$ cat src/rtl/cpis_pkg.sv
// ----------------------------------------------------------------------------
// cpis_pkg: shared types and constants for the coarse parent index search
// Holds the action codes, the controller states, the scan status group and
// the fixed widths of the action field and of the result fields.
// ----------------------------------------------------------------------------
package cpis_pkg;

	// Action codes carried in the two lowest bits of an input transfer.
	typedef enum logic [1:0] {
		ACT_LOAD  = 2'd0,
		ACT_QUERY = 2'd1,
		ACT_CLEAR = 2'd2
	} action_t;

	// Controller states of the top level.
	typedef enum logic [1:0] {
		ST_IDLE,
		ST_SCAN,
		ST_FINISH
	} state_t;

	// Status handed from the scan engine to the controller.
	typedef struct packed {
		logic done;
		logic found;
	} scan_stat_t;

	localparam int ACTION_W = 2;
	localparam int INDEX_OUT_W = 10;
	localparam int MATCH_W = 32;
	localparam int OUT_W = 48;

endpackage

$ cat src/rtl/cpis_scan.sv
// ----------------------------------------------------------------------------
// cpis_scan: sequential first-match scan over the coarse table
// Issues one table read per cycle in load order and compares the returned
// entry against the halved target in the cycle after the read.
// ----------------------------------------------------------------------------
module cpis_scan import cpis_pkg::*; #(
	parameter int TABLE_ENTRIES = 1024,
	parameter int COORD_BITS = 16,
	localparam int IDX_W = $clog2(TABLE_ENTRIES),
	localparam int CNT_W = $clog2(TABLE_ENTRIES + 1)
) (
	input  logic                    clk,
	input  logic                    arst_n,
	input  logic                    start,
	input  logic [COORD_BITS-1:0]   target_x,
	input  logic [COORD_BITS-1:0]   target_y,
	input  logic [CNT_W-1:0]        entry_count,
	output logic                    rd_en,
	output logic [IDX_W-1:0]        rd_addr,
	input  logic [2*COORD_BITS-1:0] rd_data,
	output scan_stat_t              stat,
	output logic [IDX_W-1:0]        hit_index
);

	logic                  busy_q;
	logic [CNT_W-1:0]      addr_q;
	logic                  vld_s1;
	logic [IDX_W-1:0]      idx_s1;
	logic [COORD_BITS-1:0] tx_q;
	logic [COORD_BITS-1:0] ty_q;
	logic                  issue;
	logic                  hit;

	// A read is issued while entries below the fill count remain.
	assign issue = busy_q && (addr_q < entry_count);
	assign hit = vld_s1 && (rd_data == {ty_q, tx_q});

	assign rd_en = issue;
	assign rd_addr = addr_q[IDX_W-1:0];

	assign stat.found = hit;
	assign stat.done = busy_q && (hit || (!issue && !vld_s1));
	assign hit_index = idx_s1;

	always_ff @(posedge clk or negedge arst_n) begin
		if (!arst_n) begin
			busy_q <= 1'b0;
			addr_q <= '0;
			vld_s1 <= 1'b0;
		end else if (start) begin
			busy_q <= 1'b1;
			addr_q <= '0;
			vld_s1 <= 1'b0;
		end else if (stat.done) begin
			// Reads still in flight after the first hit are dropped.
			busy_q <= 1'b0;
			vld_s1 <= 1'b0;
		end else begin
			vld_s1 <= issue;
			if (issue) begin
				addr_q <= addr_q + CNT_W'(1);
			end
		end
	end

	always_ff @(posedge clk) begin
		if (start) begin
			tx_q <= target_x;
			ty_q <= target_y;
		end
		if (issue) begin
			idx_s1 <= addr_q[IDX_W-1:0];
		end
	end

endmodule

$ cat config.mk
export PLATFORM = sky130hd
export DESIGN_NAME = cpis_scan
export DESIGN_NICKNAME = d
export VERILOG_FILES = /design/src/rtl/cpis_pkg.sv /design/src/rtl/cpis_scan.sv
export SDC_FILE = /design/constraint.sdc
export NUM_CORES = 1
export LEC_CHECK = 0
export BUFFER_PORTS_ARGS = -buffer_cell sky130_fd_sc_hd__buf_2
export CAP_MARGIN = 20
export CORE_UTILIZATION = 53
export CTS_CLUSTER_DIAMETER = 120
export CTS_CLUSTER_SIZE = 25
export DETAILED_ROUTE_END_ITERATION = 8
export GPL_ROUTABILITY_DRIVEN = 0
export GPL_TIMING_DRIVEN = 1
export PLACE_DENSITY = 0.82
export SLEW_MARGIN = 15
export SYNTH_ARGS = -nofsm -noshare
export SYNTH_HDL_FRONTEND = slang
export SYNTH_SLANG_ARGS = --single-unit
$ cat constraint.sdc
create_clock -name clk -period 6.2 [get_ports clk]
set_input_delay 0.31 -clock clk [delete_from_list [all_inputs] [get_ports clk]]
set_output_delay 0.31 -clock clk [all_outputs]
set_load 0.005 [all_outputs]
-- Word-level counts from Yosys, hierarchy flattened
Cells that the tools add are included.
Widths: inputs -> output; s select.
- register bits: 55
- output and inout bits: 23
- reductions and logical operators: 10
- mux-type cells: 7
- magnitude comparators: 1
- equal/unequal tests: 2
- add/sub/neg operators: 1
- operators by type and width (cell ; number):
    $mux 11 ; 3
    $eq 32x32->1 ; 1
    $add 11x1->11 const B ; 1
    $lt 11x11->1 ; 1
    $logic_and 1x1->1 ; 4
    $mux 1 ; 4
    $reduce_bool 2->1 ; 2
    $logic_not 1->1 ; 2
    $ne 2x2->1 const B ; 1
    $reduce_and 2->1 ; 1
    $logic_or 1x1->1 ; 1

-- Logic depth before layout (Yosys ltp)
- word-level depth: 8
- gate-level depth with buffers: 9

-- Least setup slack after synthesis
Ideal clock, no wire load.
- kind: flip-flop to flip-flop
- start: register addr_q[1]
- end: register idx_s1[0], in the netlist hit_index[0], enable pin
- path slack: 3945 ps
- stages on the path, launching flop included: 7
- library setup time: 341 ps
- clock period less this slack: 2255 ps
- arrival time: 1914 ps
- cell sequence: dfrtp_1 ha_1 a211o_1 a2111oi_4 o21ai_2 buf_2 inv_1
- cells in the longest elaborated chain, start to end: 2
- ends and longest elaborated chain (element ; RTL line ; source):
    from (decl) ; cpis_scan.sv:26 ; logic [CNT_W-1:0] addr_q;
    from (signal assigned) ; cpis_scan.sv:61 ; addr_q <= addr_q + CNT_W'(1);
    $lt 11x11->1 ; cpis_scan.sv:35 ; assign issue = busy_q && (addr_q < entry_count);
    $logic_and 1x1->1 ; cpis_scan.sv:35 ;
    net rd_en ; cpis_scan.sv:18 ; output logic rd_en,
    to (signal assigned) ; cpis_scan.sv:72 ; idx_s1 <= addr_q[IDX_W-1:0];
    to (decl) ; cpis_scan.sv:28 ; logic [IDX_W-1:0] idx_s1;
The timed path passes the listed nets, and every way through them passes these cells.
A chain may end at the register's enable or synchronous reset.

==> flow_summary.ini <==
[status]
status = completed

[worst_setup_path]
worstPathMaxFanout = 20
cp_data_arrival_time_ns = 2.78
startpoint = ty_q[7]
worstPathCellList = xor2_1 > or4_1 > nor4_1 > and4_1 > a21oi_1 > nor2b_1 > buf_2
cp_slowest_cell = and4_1
crit_required_ns = 5.89
cp-start-kind = register
cp-end-kind = primary output
worst-setup-path-type = reg2out
reg2reg_from = ty_q[7]
crit_path_max_incr_delay_ns = 0.64

[global_route]
gr-usage-all-layers_pct = 22.1
grt_pass1_wl_mm = 8.78
grt_pass1_vias = 1975
grt_start_max_net_pins = 50
antenna_found_initial = 0
grt-ovfl-total = 0

[final_layout]
drive_above_1_share_pct = 35.7
n_antenna_cell = 0
layout-area-overhead-vs-synth_pct = 21.9
final_util_pct = 69.1
nNetsFinal = 402

[clock_tree]
cts_hold_buffers = 1
cts_setup_buffers = 0
htreeDepth = 2
cts_inserted_buffers = 5
root_buffer = clkbuf_8
clkLatencyLatePin_ns = 0.31
cts_resized = 0
cts_tree = done
cts.clk_slew.worst_paths_ns = 0.10
cts_sinks = 55
cts.path.max_buffers = 2

[timing]
slew_viol_final = 0
max_freq_mhz = 324
fin_crit_sh_pct = 49.8
rsz0062_at_grt = false
fin_skew_ns = 0.00824
finalHoldViolCount = 0
setup_viol = 0
maxSlewHeadroom_pct = 34.2
fin_tns_setup_ns = 0
worstMarginPinSlew_ns = 0.987
fin_crit_ns = 3.09

[pwr]
netSwitchingFraction_pct = 22.7
total_leakage_power_uw = 0.00153
powerDensity_nw_per_um2 = 226
seq_power_share_pct = 56.9
clkPwrFrac_pct = 31.8
p_int_uw = 586
power_switching_uw = 172
peakVddDrop_uv = 195
pwr-share-comb_pct = 11.3

[synth]
syn_nets = 310
syn_inst = 221
ys_seq_area_share_pct = 57.7
postSynth.asyncResetShare_pct = 23.6
synth_edf_count = 42
synth_xor_area_share_pct = 9.88
synthSimpleGateAreaFrac_pct = 13.6
synth_flop_cell = edfxtp_1
avgSynthCellArea_um2 = 12.4
synth_compound_area_share_pct = 6.51
netlist_area_um2 = 2750
synth_mux_area_share_pct = 1.64
synth_cell_types = 38
ys_ff_latch = 55
synthTopCellsByArea = edfxtp_1 (46%), dfrtp_1 (12%), xor2_1 (5.1%), ha_1 (5.0%), xnor2_1 (4.8%)
synthAdderAreaFrac_pct = 5.01
synth_top_family_by_area = simple AND/OR/NAND/NOR gates
synth_area_leader_cell = edfxtp_1
synth_top_area_share_pct = 45.9
yosysWarnings = 0

[die]
core_um2 = 4850
dieHeight_um = 74
die_w_um = 74
rows = 25
ioPinCount = 101
die_area_um2 = 5480
initial_core_util_pct = 56.7

[detailed_routing]
routed_via_density = 5.22
drt_wl_total_mm = 5.68
detail-route-antenna-nets = 0
drc = 0
drt_iter0_markers = 106
avgRoutedWirePerCell_um = 14.9
firstDrtPassIters = 4
dr_total_vias = 1989

[placement]
dp_hpwl_mm = 4.27
port_buffers = 100

[worst_hold_path]
worstHoldStart = target_x[9]
hp-class = in2reg

[flow_run]
drv_cap = 0
[sequential cells by signal (all words and copies together), names as in the netlist]
register and count:
busy_q 1, tx_q 16, hit_index 10, addr_q 11, ty_q 16, vld_s1 1
[power groups by stage]
| stage | Clock, uW | Combinational, uW | Sequential, uW |
|---|---|---|---|
| final | 241 | 85.8 | 431 |
| after global routing | 256 | 95.7 | 434 |
| after CTS | 244 | 86.3 | 431 |
| after detailed placement | 0 | 85.2 | 440 |
| after global placement | 0 | 81.3 | 438 |
| after floorplan | 0 | 43.8 | 437 |
[per-layer routing]
metal,vias to the layer above,wire [um],global-route usage (%)
met3,9,296,4.61
met2,72,3060,42.0
li1,974,-,-
met4,0,82,8.55
met1,934,2250,23.8
met5,-,0,0
[through the flow]
| step | setup WS [ns] | area [um^2] | hold slack, ns | cells | total power [uW] |
|---|---|---|---|---|---|
| 2_1_floorplan | 3.95 | 2750 | 0.0144 | 221 | 480 |
| 5_1_grt | 2.94 | 3350 | 0.149 | 381 | 785 |
| 3_3_place_gp | 3.62 | 3230 | 0.218 | 372 | 519 |
| 3_5_place_dp | 3.48 | 3230 | 0.219 | 372 | 525 |
| 4_1_cts | 3.15 | 3350 | 0.157 | 381 | 762 |
| 6_report | 3.11 | 3350 | 0.165 | 381 | 758 |
[synth_stat cells, drive strengths merged, types with 5 or more instances]
master  number
xor2        16
xnor2       15
buf         15
edfxtp      42
or4          6
a21oi        9
dfrtp       13
nand2        6
inv         13
nor2        14
ha          11
nand3        5
nand4        7
o21ai        5
nor3         6
[cell usage in the layout, fill, tap and decap left out, types with 3 or more instances in the layout]
cell / count
a21oi_1: 9
buf_2: 100
clkbuf_8: 5
dfrtp_1: 13
edfxtp_1: 42
ha_1: 11
inv_1: 13
mux2_2: 3
nand2_1: 6
nand2b_1: 4
nand3_1: 5
nand4_1: 7
nor2_1: 14
nor2b_1: 4
nor3_1: 6
nor4_1: 4
o21ai_0: 4
o31ai_1: 4
or4_1: 6
xnor2_1: 15
xor2_1: 16
[cell families after synthesis]
family / Yosys count
AND/OR/NAND/NOR: 66
flip-flops: 55
XOR/XNOR: 31
buffers and inverters: 29
AO/OA/AOI/OAI: 25
adder cells (fa/ha/maj): 11
multiplexers: 4
[worst max-delay path: cells and delay by family (launching register included)]
kind,cells,cell delay [ns]
DFF,1,0.39
AOI/OAI and AO/OA,1,0.13
and+or+nand+nor,4,1.63
xor gates and xnor gates,1,0.18
buffers and inverters,1,0.13
[cell type report]
type,instances,area [um^2]
clock buffer,6,72.6
timing repair buffer,101,510
tap,67,83.8
clock inverter,2,38.8
sequential,55,1590
fill,367,1500
multi-input combinational,137,1010
inverter,13,48.8
[path summary, 6_finish.rpt]
check,end,slack [ns],cells after the start
setup / recovery,stat[1],3.11,7
hold / removal,tx_q[9],0.16,1
setup reg to reg,addr_q[3],3.49,6
hold reg to reg,busy_q,0.52,1
max in group asynchronous,addr_q[7],5.53,2
min in group asynchronous,busy_q,0.43,2
(Power assumes the default switching activity.)
